--- config.mk ---
export PLATFORM = sky130hd
export DESIGN_NAME = infix_to_postfix_converter_core_flat
export DESIGN_NICKNAME = d
export VERILOG_FILES = /design/src/rtl/itp_pkg.sv /design/src/rtl/itp_in_if.sv /design/src/rtl/itp_out_if.sv /design/src/rtl/itp_stack.sv /design/src/rtl/infix_to_postfix_converter_core.sv /design/src/flat_wrapper.sv
export SDC_FILE = /design/constraint.sdc
export NUM_CORES = 1
export LEC_CHECK = 0
export BUFFER_PORTS_ARGS = -buffer_cell sky130_fd_sc_hd__buf_2
export CAP_MARGIN = 10
export CORE_MARGIN = 2
export CORE_UTILIZATION = 62
export CTS_CLUSTER_DIAMETER = 100
export DETAILED_ROUTE_END_ITERATION = 8
export PLACE_DENSITY = 0.88
export SLEW_MARGIN = 20
export SYNTH_ARGS = -nofsm -noshare
export SYNTH_HDL_FRONTEND = slang
export SYNTH_SLANG_ARGS = --single-unit
--- constraint.sdc ---
create_clock -name i_clk -period 3.1 [get_ports i_clk]
set_input_delay 0.31 -clock i_clk [delete_from_list [all_inputs] [get_ports i_clk]]
set_output_delay 0.31 -clock i_clk [all_outputs]
set_load 0.02 [all_outputs]
--- src/rtl/itp_pkg.sv ---
// ----------------------------------------------------------------------------
// itp_pkg - shared definitions for the infix to postfix converter
// Character codes, default stack depth and the operator precedence function.
// ----------------------------------------------------------------------------
package itp_pkg;

    localparam int STACK_DEPTH_DEF = 16;

    localparam logic [7:0] CH_NUL    = 8'h00;
    localparam logic [7:0] CH_SPACE  = 8'h20;
    localparam logic [7:0] CH_LPAREN = 8'h28;
    localparam logic [7:0] CH_RPAREN = 8'h29;
    localparam logic [7:0] CH_PLUS   = 8'h2B;
    localparam logic [7:0] CH_MINUS  = 8'h2D;
    localparam logic [7:0] CH_STAR   = 8'h2A;
    localparam logic [7:0] CH_SLASH  = 8'h2F;
    localparam logic [7:0] CH_PCT    = 8'h25;
    localparam logic [7:0] CH_0      = 8'h30;
    localparam logic [7:0] CH_9      = 8'h39;
    localparam logic [7:0] CH_UA     = 8'h41;
    localparam logic [7:0] CH_UZ     = 8'h5A;
    localparam logic [7:0] CH_LA     = 8'h61;
    localparam logic [7:0] CH_LZ     = 8'h7A;

    typedef logic [1:0] t_prec;

    // '(' binds loosest so it is never popped by an operator.
    function automatic t_prec prec(input logic [7:0] c);
        t_prec p;
        if (c == CH_LPAREN) begin
            p = 2'd0;
        end else if (c == CH_PLUS || c == CH_MINUS) begin
            p = 2'd1;
        end else if (c == CH_STAR || c == CH_SLASH || c == CH_PCT) begin
            p = 2'd2;
        end else begin
            p = 2'd3;
        end
        return p;
    endfunction

endpackage

--- src/rtl/itp_in_if.sv ---
// ----------------------------------------------------------------------------
// itp_in_if - infix character channel
// Valid/ready channel carrying one input character and the finish marker.
// ----------------------------------------------------------------------------
interface itp_in_if;
    logic       valid;
    logic       ready;
    logic [7:0] in_char;
    logic       finish;

    modport source (output valid, output in_char, output finish, input ready);
    modport sink   (input valid, input in_char, input finish, output ready);
endinterface

--- src/rtl/itp_out_if.sv ---
// ----------------------------------------------------------------------------
// itp_out_if - postfix character channel
// Valid/ready channel carrying one output character, last and error flags.
// ----------------------------------------------------------------------------
interface itp_out_if;
    logic       valid;
    logic       ready;
    logic [7:0] out_char;
    logic       last;
    logic       error;

    modport source (output valid, output out_char, output last, output error,
                    input ready);
    modport sink   (input valid, input out_char, input last, input error,
                    output ready);
endinterface

--- src/rtl/itp_stack.sv ---
// ----------------------------------------------------------------------------
// itp_stack - operator stack storage
// Single write port, single read port with registered read data.
// ----------------------------------------------------------------------------
module itp_stack #(
    parameter int  DEPTH = itp_pkg::STACK_DEPTH_DEF,
    localparam int AW    = $clog2(DEPTH)
) (
    input  logic          i_clk,
    input  logic          i_we,
    input  logic [AW-1:0] i_waddr,
    input  logic [7:0]    i_wdata,
    input  logic          i_re,
    input  logic [AW-1:0] i_raddr,
    output logic [7:0]    o_rdata
);

    logic [7:0] r_mem [DEPTH];
    logic [7:0] r_rdata;

    always_ff @(posedge i_clk) begin
        if (i_we) begin
            r_mem[i_waddr] <= i_wdata;
        end
        if (i_re) begin
            r_rdata <= r_mem[i_raddr];
        end
    end

    assign o_rdata = r_rdata;

endmodule

--- src/rtl/infix_to_postfix_converter_core.sv ---
// ----------------------------------------------------------------------------
// infix_to_postfix_converter_core - shunting-yard infix to postfix converter
// Takes an infix expression one character per beat and emits postfix text.
// ----------------------------------------------------------------------------
//
//  Port    Dir  Beat contents                    Notes
//  i_in    in   in_char[7:0], finish             finish ends the expression
//  o_out   out  out_char[7:0], last, error       last marks the NUL terminator
//
//  Steps: space, NUL or '(' accept only; letter or digit: accept, separator
//  slot, char. An operator, ')' or finish: accept, issue and check per stack
//  read, separator slot and char per popped operator, a final step if the stack
//  runs empty, terminator on finish; the registered stack read paces the pop loop.
//  Reset: synchronous, active low; clears state, stack count and flags only.
//  Stalls: sequencer holds while the one-beat output register is full, unread.
//
module infix_to_postfix_converter_core #(
    parameter int STACK_DEPTH = itp_pkg::STACK_DEPTH_DEF
) (
    input  logic      i_clk,
    input  logic      i_rst_n,
    itp_in_if.sink    i_in,
    itp_out_if.source o_out
);
    import itp_pkg::*;

    localparam int AW = $clog2(STACK_DEPTH);
    localparam int CW = $clog2(STACK_DEPTH + 1);

    typedef enum logic [2:0] {
        S_IDLE,
        S_RD,     // issue read of stack top
        S_CHK,    // top available: decide pop / stop
        S_SEP,    // owed separator
        S_CH,     // item character
        S_TERM    // NUL terminator
    } t_state;

    typedef enum logic [1:0] {
        K_FIN,
        K_CLOSE,
        K_OP
    } t_kind;

    t_state       r_state, n_state;
    t_state       r_ret,   n_ret;
    t_kind        r_kind,  n_kind;
    logic [CW-1:0] r_count, n_count;
    logic         r_sp,    n_sp;
    logic         r_prev,  n_prev;
    logic         r_err,   n_err;
    logic [7:0]   r_c,     n_c;
    logic [7:0]   r_ch,    n_ch;
    logic         r_ov,    n_ov;
    logic [7:0]   r_oc,    n_oc;
    logic         r_ol,    n_ol;
    logic         r_oe,    n_oe;

    logic          mem_we;
    logic [AW-1:0] mem_waddr;
    logic [7:0]    mem_wdata;
    logic          mem_re;
    logic [7:0]    top;
    logic [CW-1:0] cnt_m1;
    logic          can_load;
    logic          in_acc;
    logic          not_full;

    itp_stack #(
        .DEPTH (STACK_DEPTH)
    ) u_stack (
        .i_clk   (i_clk),
        .i_we    (mem_we),
        .i_waddr (mem_waddr),
        .i_wdata (mem_wdata),
        .i_re    (mem_re),
        .i_raddr (cnt_m1[AW-1:0]),
        .o_rdata (top)
    );

    assign i_in.ready     = (r_state == S_IDLE);
    assign in_acc         = i_in.valid && i_in.ready;
    assign can_load       = !r_ov || o_out.ready;
    assign cnt_m1         = r_count - CW'(1);
    assign not_full       = (r_count < CW'(STACK_DEPTH));
    assign mem_waddr      = r_count[AW-1:0];

    assign o_out.valid    = r_ov;
    assign o_out.out_char = r_oc;
    assign o_out.last     = r_ol;
    assign o_out.error    = r_oe;

    always_comb begin
        n_state   = r_state;
        n_ret     = r_ret;
        n_kind    = r_kind;
        n_count   = r_count;
        n_sp      = r_sp;
        n_prev    = r_prev;
        n_err     = r_err;
        n_c       = r_c;
        n_ch      = r_ch;
        n_ov      = r_ov && !o_out.ready;
        n_oc      = r_oc;
        n_ol      = r_ol;
        n_oe      = r_oe;
        mem_we    = 1'b0;
        mem_wdata = r_c;
        mem_re    = 1'b0;

        case (r_state)
            S_IDLE: begin
                if (in_acc) begin
                    n_c = i_in.in_char;
                    if (i_in.finish) begin
                        n_kind  = K_FIN;
                        n_state = S_RD;
                    end else if (i_in.in_char == CH_SPACE || i_in.in_char == CH_NUL) begin
                        n_prev = 1'b0;
                    end else if (i_in.in_char inside {[CH_0:CH_9]}) begin
                        // digit right after a letter or digit continues the run: no separator
                        if (r_prev) begin
                            n_sp = 1'b0;
                        end
                        n_ch    = i_in.in_char;
                        n_ret   = S_IDLE;
                        n_prev  = 1'b1;
                        n_state = S_SEP;
                    end else if (i_in.in_char inside {[CH_UA:CH_UZ], [CH_LA:CH_LZ]}) begin
                        n_ch    = i_in.in_char;
                        n_ret   = S_IDLE;
                        n_prev  = 1'b1;
                        n_state = S_SEP;
                    end else if (i_in.in_char == CH_LPAREN) begin
                        n_prev    = 1'b0;
                        mem_wdata = i_in.in_char;
                        if (not_full) begin
                            mem_we  = 1'b1;
                            n_count = r_count + CW'(1);
                        end else begin
                            n_err = 1'b1;
                        end
                    end else if (i_in.in_char == CH_RPAREN) begin
                        n_prev  = 1'b0;
                        n_kind  = K_CLOSE;
                        n_state = S_RD;
                    end else begin
                        n_prev  = 1'b0;
                        n_kind  = K_OP;
                        n_state = S_RD;
                    end
                end
            end

            S_RD: begin
                if (r_count != '0) begin
                    mem_re  = 1'b1;
                    n_state = S_CHK;
                end else begin
                    case (r_kind)
                        K_FIN: begin
                            n_state = S_TERM;
                        end
                        K_CLOSE: begin
                            // ran out of stack without a '('
                            n_err   = 1'b1;
                            n_state = S_IDLE;
                        end
                        default: begin
                            mem_we  = 1'b1;
                            n_count = r_count + CW'(1);
                            n_state = S_IDLE;
                        end
                    endcase
                end
            end

            S_CHK: begin
                case (r_kind)
                    K_FIN: begin
                        n_count = cnt_m1;
                        n_ch    = top;
                        n_ret   = S_RD;
                        n_state = S_SEP;
                    end
                    K_CLOSE: begin
                        n_count = cnt_m1;
                        if (top == CH_LPAREN) begin
                            n_state = S_IDLE;
                        end else begin
                            n_ch    = top;
                            n_ret   = S_RD;
                            n_state = S_SEP;
                        end
                    end
                    default: begin
                        if (prec(r_c) <= prec(top)) begin
                            n_count = cnt_m1;
                            n_ch    = top;
                            n_ret   = S_RD;
                            n_state = S_SEP;
                        end else begin
                            if (not_full) begin
                                mem_we  = 1'b1;
                                n_count = r_count + CW'(1);
                            end else begin
                                n_err = 1'b1;
                            end
                            n_state = S_IDLE;
                        end
                    end
                endcase
            end

            S_SEP: begin
                if (!r_sp) begin
                    n_state = S_CH;
                end else if (can_load) begin
                    n_ov    = 1'b1;
                    n_oc    = CH_SPACE;
                    n_ol    = 1'b0;
                    n_oe    = r_err;
                    n_sp    = 1'b0;
                    n_state = S_CH;
                end
            end

            S_CH: begin
                if (can_load) begin
                    n_ov    = 1'b1;
                    n_oc    = r_ch;
                    n_ol    = 1'b0;
                    n_oe    = r_err;
                    n_sp    = 1'b1;
                    n_state = r_ret;
                end
            end

            S_TERM: begin
                if (can_load) begin
                    n_ov    = 1'b1;
                    n_oc    = CH_NUL;
                    n_ol    = 1'b1;
                    n_oe    = r_err;
                    // expression done: back to a clean slate
                    n_count = '0;
                    n_sp    = 1'b0;
                    n_prev  = 1'b0;
                    n_err   = 1'b0;
                    n_state = S_IDLE;
                end
            end

            default: begin
                n_state = S_IDLE;
            end
        endcase
    end

    always_ff @(posedge i_clk) begin
        if (!i_rst_n) begin
            r_state <= S_IDLE;
            r_count <= '0;
            r_sp    <= 1'b0;
            r_prev  <= 1'b0;
            r_err   <= 1'b0;
            r_ov    <= 1'b0;
        end else begin
            r_state <= n_state;
            r_count <= n_count;
            r_sp    <= n_sp;
            r_prev  <= n_prev;
            r_err   <= n_err;
            r_ov    <= n_ov;
        end
        r_ret  <= n_ret;
        r_kind <= n_kind;
        r_c    <= n_c;
        r_ch   <= n_ch;
        r_oc   <= n_oc;
        r_ol   <= n_ol;
        r_oe   <= n_oe;
    end

    // ------------------------------------------------------------------------
    // Assertions
    // ------------------------------------------------------------------------

    // stack fill never passes its depth
    a_count_bound: assert property (@(posedge i_clk) disable iff (!i_rst_n)
        r_count <= CW'(STACK_DEPTH))
        else $error("stack count above depth");

    // stack top is only examined right after its read was issued
    a_chk_after_rd: assert property (@(posedge i_clk) disable iff (!i_rst_n)
        (r_state == S_CHK) |-> ($past(r_state) == S_RD && $past(mem_re)))
        else $error("stack top used without a read");

    // terminator leaves the converter with an empty stack and clear error
    a_term_clears: assert property (@(posedge i_clk) disable iff (!i_rst_n)
        (r_state == S_TERM && can_load) |=>
            (r_count == '0 && !r_err && r_ov && r_ol))
        else $error("terminator did not clear state");

    // no new beat loaded over a stalled one
    a_no_overwrite: assert property (@(posedge i_clk) disable iff (!i_rst_n)
        (r_ov && !o_out.ready) |=> (r_ov && $stable(r_oc) && $stable(r_ol)))
        else $error("output beat overwritten while stalled");

endmodule

--- src/flat_wrapper.sv ---
// flat-port wrapper written by rule: the top's interface ports become plain ports
module infix_to_postfix_converter_core_flat import itp_pkg::*;
#(
    parameter int STACK_DEPTH = itp_pkg::STACK_DEPTH_DEF
)
  (i_clk, i_rst_n, i_in_valid, i_in_in_char, i_in_finish, i_in_ready, o_out_valid, o_out_out_char, o_out_last, o_out_error, o_out_ready);
  itp_in_if i_in_i ();
  itp_out_if o_out_i ();
  input  logic i_clk;
  input  logic i_rst_n;
  input wire logic [$bits(i_in_i.valid)-1:0] i_in_valid;
  input wire logic [$bits(i_in_i.in_char)-1:0] i_in_in_char;
  input wire logic [$bits(i_in_i.finish)-1:0] i_in_finish;
  output wire logic [$bits(i_in_i.ready)-1:0] i_in_ready;
  output wire logic [$bits(o_out_i.valid)-1:0] o_out_valid;
  output wire logic [$bits(o_out_i.out_char)-1:0] o_out_out_char;
  output wire logic [$bits(o_out_i.last)-1:0] o_out_last;
  output wire logic [$bits(o_out_i.error)-1:0] o_out_error;
  input wire logic [$bits(o_out_i.ready)-1:0] o_out_ready;
  assign i_in_i.valid = i_in_valid;
  assign i_in_i.in_char = i_in_in_char;
  assign i_in_i.finish = i_in_finish;
  assign i_in_ready = i_in_i.ready;
  assign o_out_valid = o_out_i.valid;
  assign o_out_out_char = o_out_i.out_char;
  assign o_out_last = o_out_i.last;
  assign o_out_error = o_out_i.error;
  assign o_out_i.ready = o_out_ready;
  infix_to_postfix_converter_core #(.STACK_DEPTH(STACK_DEPTH)) u_core (.i_clk(i_clk), .i_rst_n(i_rst_n), .i_in(i_in_i), .o_out(o_out_i));
endmodule
# --- Yosys cells after proc, flatten, opt, wreduce, memory -nomap -nowiden ---
# Memories as Yosys holds them, arrays and structs flattened. A register that Yosys moved wholly into a read port is not among the register bits.
# Index checks and enable logic that the tools add are counted.
word_totals:
  out_inout_bits: 12
  inputBits: 13
  elab_cells: 238
  ramBits: 128
  register_bits: 43
  memories: 1
classes:
  magnitude_cmp: 8
  eq_ne: 48
  addsub: 2
  n_mux: 127
  reduce_logical: 39
mem_list:
  columns: ["name", "words", "word_bits", "read_ports", "rd_clocked_by_memory_dff", "wr", "line", "rtl"]
  rows:
  - ["u_core.u_stack.r_mem", 16, 8, 1, 1, 1, "itp_stack.sv:18", "logic [7:0] r_mem [DEPTH];"]
ops:
  columns: ["cell", "n"]
  rows:
  - ["8-bit 2-to-1 mux", 18]
  - ["8-bit by 6-bit equality test with 1-bit output, second input constant", 15]
  - ["5-bit 2-to-1 mux", 12]
  - ["3-bit 2-to-1 mux", 19]
  - ["1-bit 2-to-1 mux", 48]
  - ["2-bit != test, second input constant", 16]
  - ["8-bit one-hot mux with 2 select lines", 2]
  - ["2-bit 2-to-1 mux", 15]
  - ["8-bit one-hot mux with 3 select lines", 1]
  - ["5-bit one-hot mux with 4 select lines", 1]
  - ["3-bit one-hot mux with 2 select lines", 3]
  - ["3-bit one-hot mux with 6 select lines", 1]
  - ["8-bit by 7-bit >= comparator with 1-bit output, second input constant", 2]
  - ["8-bit by 7-bit less-or-equal comparator with 1-bit output, second input constant", 2]
  - ["3-bit != test, second input constant", 4]
  - ["12-bit AND reduction", 1]
  - ["6-bit AND reduction", 2]
  - ["2-bit by 1-bit != test with 1-bit output, second input constant", 5]
  - ["10-bit AND reduction", 1]
  - ["8-bit by 6-bit >= comparator with 1-bit output, second input constant", 1]
  - ["8-bit by 6-bit less-or-equal comparator with 1-bit output, second input constant", 1]
  - ["8-bit logical NOT", 1]
  - ["1-bit logical OR", 8]
  - ["1-bit one-hot mux with 4 select lines", 2]
  - ["27 further kinds", 43]

# --- Longest topological paths before layout ---
depth:
  ltp_word: 14
  mapped_depth: 9
  mapped_depth_nobuf: 9

# --- By module ---
# A second synthesis with hierarchy kept.
hier_totals:
  cells_unflattened: 494
  hier_area_um2: 7644.8
modules_own_cells:
  columns: ["mod", "cells_each", "instances", "seq_area_each_um2", "area_each_um2"]
  rows:
  - ["itp_stack", 229, 1, 4083.9, 5227.5]
  - ["infix_to_postfix_converter_core", 265, 1, 1111.1, 2417.3]

# --- Least setup slack after synthesis ---
# Ideal clock, no wire load.
synth_timing:
  path_type: "flip-flop to flip-flop"
  startpoint: "register u_core.r_count[0]"
  endpoint: "register u_core.u_stack.r_rdata[5] (netlist: u_core.u_stack.o_rdata[5]) (read register of u_core.u_stack.r_mem) (data pin)"
  n_path_buf: 3
  setup_time_ns: 0.273
  t_required_ns: 2.827
  t_arrival_ns: 2.184
  stages_incl_launch_ff: 8
  period_less_slack_ns: 2.458
  path_slack_ns: 0.642
  path_cell_list: "dfxtp_1 -> buf_6 -> inv_2 -> ha_1 -> buf_2 -> clkbuf_1 -> mux4_2 -> mux4_1"
synth_between:
  elab_chain_cells: 3
  word_cells_on_any_way: 4
  cone_classes: "add/sub: 1; mux: 2; reduce/logical: 1"
synth_lines:
  columns: ["element", "line", "rtl"]
  rows:
  - ["from (decl)", "infix_to_postfix_converter_core.sv:48", "logic [CW-1:0] r_count, n_count;"]
  - ["from (signal assigned)", "infix_to_postfix_converter_core.sv:270", "r_count <= n_count;"]
  - ["parallel branches: the longest is 3 deep, another holds 5-bit by 1-bit subtractor with 5-bit output", null, null]
  - ["to (decl)", "itp_stack.sv:19", "logic [7:0] r_rdata;"]
# Several ways; the timed one is not identified.
# A chain may end at the register's enable or synchronous reset.

# --- Final worst setup path ---
layout_timing:
  startpoint: "register u_core.u_stack.r_rdata[7] (netlist: u_core.u_stack.o_rdata[7]) (read register of u_core.u_stack.r_mem)"
  endpoint: "register u_core.r_ch[1], enable pin"
layout_between:
  elab_chain_cells: 11
  word_cells_on_any_way: 18
  cone_classes: "order compare: 1; eq/ne: 8; mux: 5; reduce/logical: 4"
layout_lines:
  columns: ["element", "line", "rtl"]
  rows:
  - ["8-bit by 6-bit equality test with 1-bit output", "itp_pkg.sv:34", "end else if (c == CH_STAR || c == CH_SLASH || c == CH_PCT) begin"]
  - ["1-bit logical OR (2 in series)", "itp_pkg.sv:34", null]
  - ["1-bit 2-to-1 mux", "itp_pkg.sv:34", null]
  - ["2-bit 2-to-1 mux", "itp_pkg.sv:32", "end else if (c == CH_PLUS || c == CH_MINUS) begin"]
  - ["2-bit 2-to-1 mux", "itp_pkg.sv:30", "if (c == CH_LPAREN) begin"]
  - ["2-bit 2-to-1 mux", "infix_to_postfix_converter_core.sv:179", "case (r_kind)"]
  - ["2-bit 2-to-1 mux", "infix_to_postfix_converter_core.sv:111", "case (r_state)"]
  - ["2-bit less-or-equal comparator", "infix_to_postfix_converter_core.sv:197", "if (prec(r_c) <= prec(top)) begin"]
  - ["4-bit by 1-bit != test with 1-bit output (no source line)", null, null]
  - ["7-bit AND reduction (no source line) *", null, null]
  - ["to (signal assigned)", "infix_to_postfix_converter_core.sv:279", "r_ch <= n_ch;"]
  - ["to (decl)", "infix_to_postfix_converter_core.sv:53", "logic [7:0] r_ch, n_ch;"]
# Mark *: on every way between the ends. The rest lies on a longest branch, timed or not. The select of a mux whose other input is x is not followed.

==> out/metrics.yaml <==
cells_and_area:
  final_area_sq_um: 8760
  finalNetCount: 532
  diodes: 0
  area_growth_syn_to_layout_pct: 12.1
  final_util: 0.703
  drive_above_1_share: 0.252
synth:
  syn-cell-area_sq_um: 7820
  synthArstFlopShare: 0
  synth.distinct_cells: 72
  synth-seq-cells: 177
  ys_seq_area_frac: 0.664
  ys_warn_count: 0
  netlist_instances: 478
  synth_edf_count: 165
  avgSynthCellArea_sq_um: 16.4
  syn_nets: 499
  yosys_most_used_dff: "edfxtp_1"
worst_setup_path:
  crit_required_ns: 3.20
  cp.buffers_inverters: 0
  reg2reg_slack_ns: 0.14
  start_kind: "flop"
  ff2ff_path_depth: 7
  crit_slowest_cell: "nor4b_1"
  worstReg2RegEnd: "u_core.r_ch[1]"
  worstSetupEndpointType: "flop"
  critPathLaunch: "u_core.u_stack.o_rdata[7]"
  crit_family: "simple AND/OR/NAND/NOR gates"
  cpPeakStageDelay_ns: 0.44
  worstPathArrival_ns: 3.07
  cp_max_fo: 9
  critical_path_class: "reg -> reg"
  path_cells: "nor4b_1 > and3_1 > ha_1 > nor2b_1 > o211a_1 > nor3_1 > nand2b_1"
  r2r-start: "u_core.u_stack.o_rdata[7]"
clock_network:
  htreeDepth: 4
  cts-buffers-inserted: 17
  path_clk_slew_ns: 0.07
  cts_tree: "done"
  root_buffer: "clkbuf_16"
  clk_latency_ns: 0.45
  cts_hold_buf: 0
  cts_sinks: 177
  post_cts.repair.setup_buffers: 0
  cts_resized: 3
  clockBufferDepth: 2
outcome:
  status: "finished clean"
timing:
  max_slew_margin: 0.281
  post-route-min-period_ns: 2.96
  fmax_ghz: 0.337
  hold_viol_final: 0
  period_share: 0.956
  maxSlewViolCount: 0
  rsz0062_at_grt: "no"
  finalSetupTns_ns: 0
  worst-slew-pin-transition_ns: 1.07
  hold_ws_ns: 0.119
  setup_viol: 0
  clock_skew_ns: 0.0137
placement:
  gp_congestion: 0.939
  dpl.hpwl_um: 10700
  placed_area_sq_um: 8120
  port_buffers: 24
detailed_routing:
  drtIter0Drc: 644
  ant_nets: 0
  drt_wl_total_um: 16500
  drc: 0
  vias: 4613
  viasPerCell: 6.63
  drt_first_pass_iters: 5
  routedWlPerCell_um: 23.7
worst_hold_path:
  hold_start: "i_in_in_char[5]"
  hold_path_end: "u_core.r_c[5]"
  hold_path_class: "in -> reg"
  whs_path_depth: 1
floorplan:
  dieWidth_um: 116
  num_rows: 41
  die_area_sq_um: 13500
  core-area_sq_um: 12500
  initial_core_util: 0.627
  ios: 25
  dieHeight_um: 116
power:
  ir_drop_mv: 0.631
  power.leakage_uw: 0.00287
  powerDensity_nw_per_um2: 926
grt:
  grt_pass1_wl_um: 25600
  grt_pass1_vias: 4286
  grt_max_degree: 40
  antenna_found_initial: 0
  grt-ovfl-total: 0
  grt_usage: 0.265
run:
  maxCapViolations: 0
[per-stage QoR]
| stage | cells | setup WS [ns] | power [uW] |
|---|---|---|---|
| 2_1_floorplan | 478 | 0.642 | 5200 |
| 3_3_place_gp | 664 | 0.280 | 5810 |
| 3_5_place_dp | 664 | 0.0211 | 5910 |
| 4_1_cts | 696 | 0.00285 | 8110 |
| 5_1_grt | 696 | 0.00189 | 8430 |
| 6_report | 696 | 0.136 | 8120 |
[state kept, by name, summed over array words and instances (netlist names), 2 cells and up]
signal                  cells
u_core.r_count              5
u_core.r_c                  8
u_core.r_ch                 8
u_core.u_stack.r_mem      128
u_core.r_kind               2
u_core.o_out.out_char       8
u_core.u_stack.o_rdata      8
u_core.r_state              3
[cell usage in the layout, fill, tap and decap left out, drive strengths merged, types with 9 or more instances in the layout]
master and instances:
edfxtp 165, nand2 43, mux4 40, buf 32, and2 31, inv 18
clkbuf 17, a21oi 16, nor2 14, dfxtp 12, o21ai 9
[layout make-up]
cell class	count	area (sq um)
Clock inverter	15	200
Inverter	11	41.3
Fill cell	740	3700
Sequential cell	177	5200
Tap cell	172	215
Multi-Input combinational cell	272	2490
Clock buffer	17	425
Timing Repair Buffer	32	193
[per-layer routing]
layer | global-route usage | share of wire | vias to the layer above
met5 | 0 | 0 | -
met4 | 0.106 | 0.021 | 0
met3 | 0.0695 | 0.091 | 39
met2 | 0.397 | 0.49 | 331
met1 | 0.380 | 0.40 | 2264
li1 | - | - | 1979
[worst max path at each step]
stage                     depth (start not counted)  slack (ns)                           to
after floorplan                                   7        0.64    u_core.u_stack.o_rdata[5]
after global placement                            8        0.28   u_core.u_stack.r_mem[6][7]
after detailed placement                          8        0.02   u_core.u_stack.r_mem[5][3]
after CTS                                         8       0.003   u_core.u_stack.r_mem[7][7]
after global routing                              9       0.002  u_core.u_stack.r_mem[11][1]
final                                             7        0.14               u_core.r_ch[1]
[cell families after synthesis]
group / Yosys count / share of synthesized area
AOI/OAI and AO/OA: 67 / 0.0655
and+or+nand+nor: 148 / 0.110
buffers and inverters: 29 / 0.0192
DFF: 177 / 0.664
muxes: 41 / 0.118
adders and majority gates: 8 / 0.0128
xor gates and xnor gates: 8 / 0.00992
[power breakdown]
part	internal, uW	switching [uW]	total (uW)	leakage, uW
combinational	1200	1500	2700	0.000988
clock	1110	1080	2190	0.000299
sequential	3020	215	3230	0.00158
total	5320	2800	8120	0.00287
[cells in the mapped netlist, types with 2 or more instances]
library cell    n  area, sq um
or3_1           3         18.8
a21o_1          2         15.0
ha_1            8          100
a21oi_1        15         75.1
nand2_1        42          158
nor2b_1         7         43.8
edfxtp_1      165         4950
o2111ai_1       2         17.5
clkbuf_1        9         33.8
buf_6           4         45.0
nand3b_1        2         15.0
nand3_1         8         40.0
o21ai_0         8         40.0
buf_4           2         15.0
nand2b_1        8         50.1
o32a_1          2         20.0
o211ai_1        2         15.0
o22ai_1         2         12.5
o221ai_1        2         17.5
buf_2           3         15.0
and3_1          6         37.5
nor3b_1         3         22.5
nor2_2          2         12.5
a311oi_1        2         17.5
o21a_1          2         15.0
nor2_1         12         45.0
xnor2_1         4         35.0
nor3_1          5         25.0
o2111a_1        2         22.5
and4b_1         2         20.0
mux4_1          4          105
mux4_2         36          811
dfxtp_1        12          240
xor2_1          3         26.3
nand4_1         3         18.8
inv_1           7         26.3
a22oi_1         4         30.0
and2_1         30          188
inv_2           3         11.3
a211oi_1        2         15.0
nor4b_1         4         35.0
o31ai_1         4         30.0
[worst reg2reg max path, delay by kind of cell, from the launching register on]
| family | cells | cell delay, ns |
|---|---|---|
| fa+ha+maj | 1 | 0.24 |
| compound gates | 1 | 0.25 |
| simple gates | 5 | 1.72 |
| flops | 1 | 0.41 |
No activity file was read; power rests on OpenSTA's default activity.
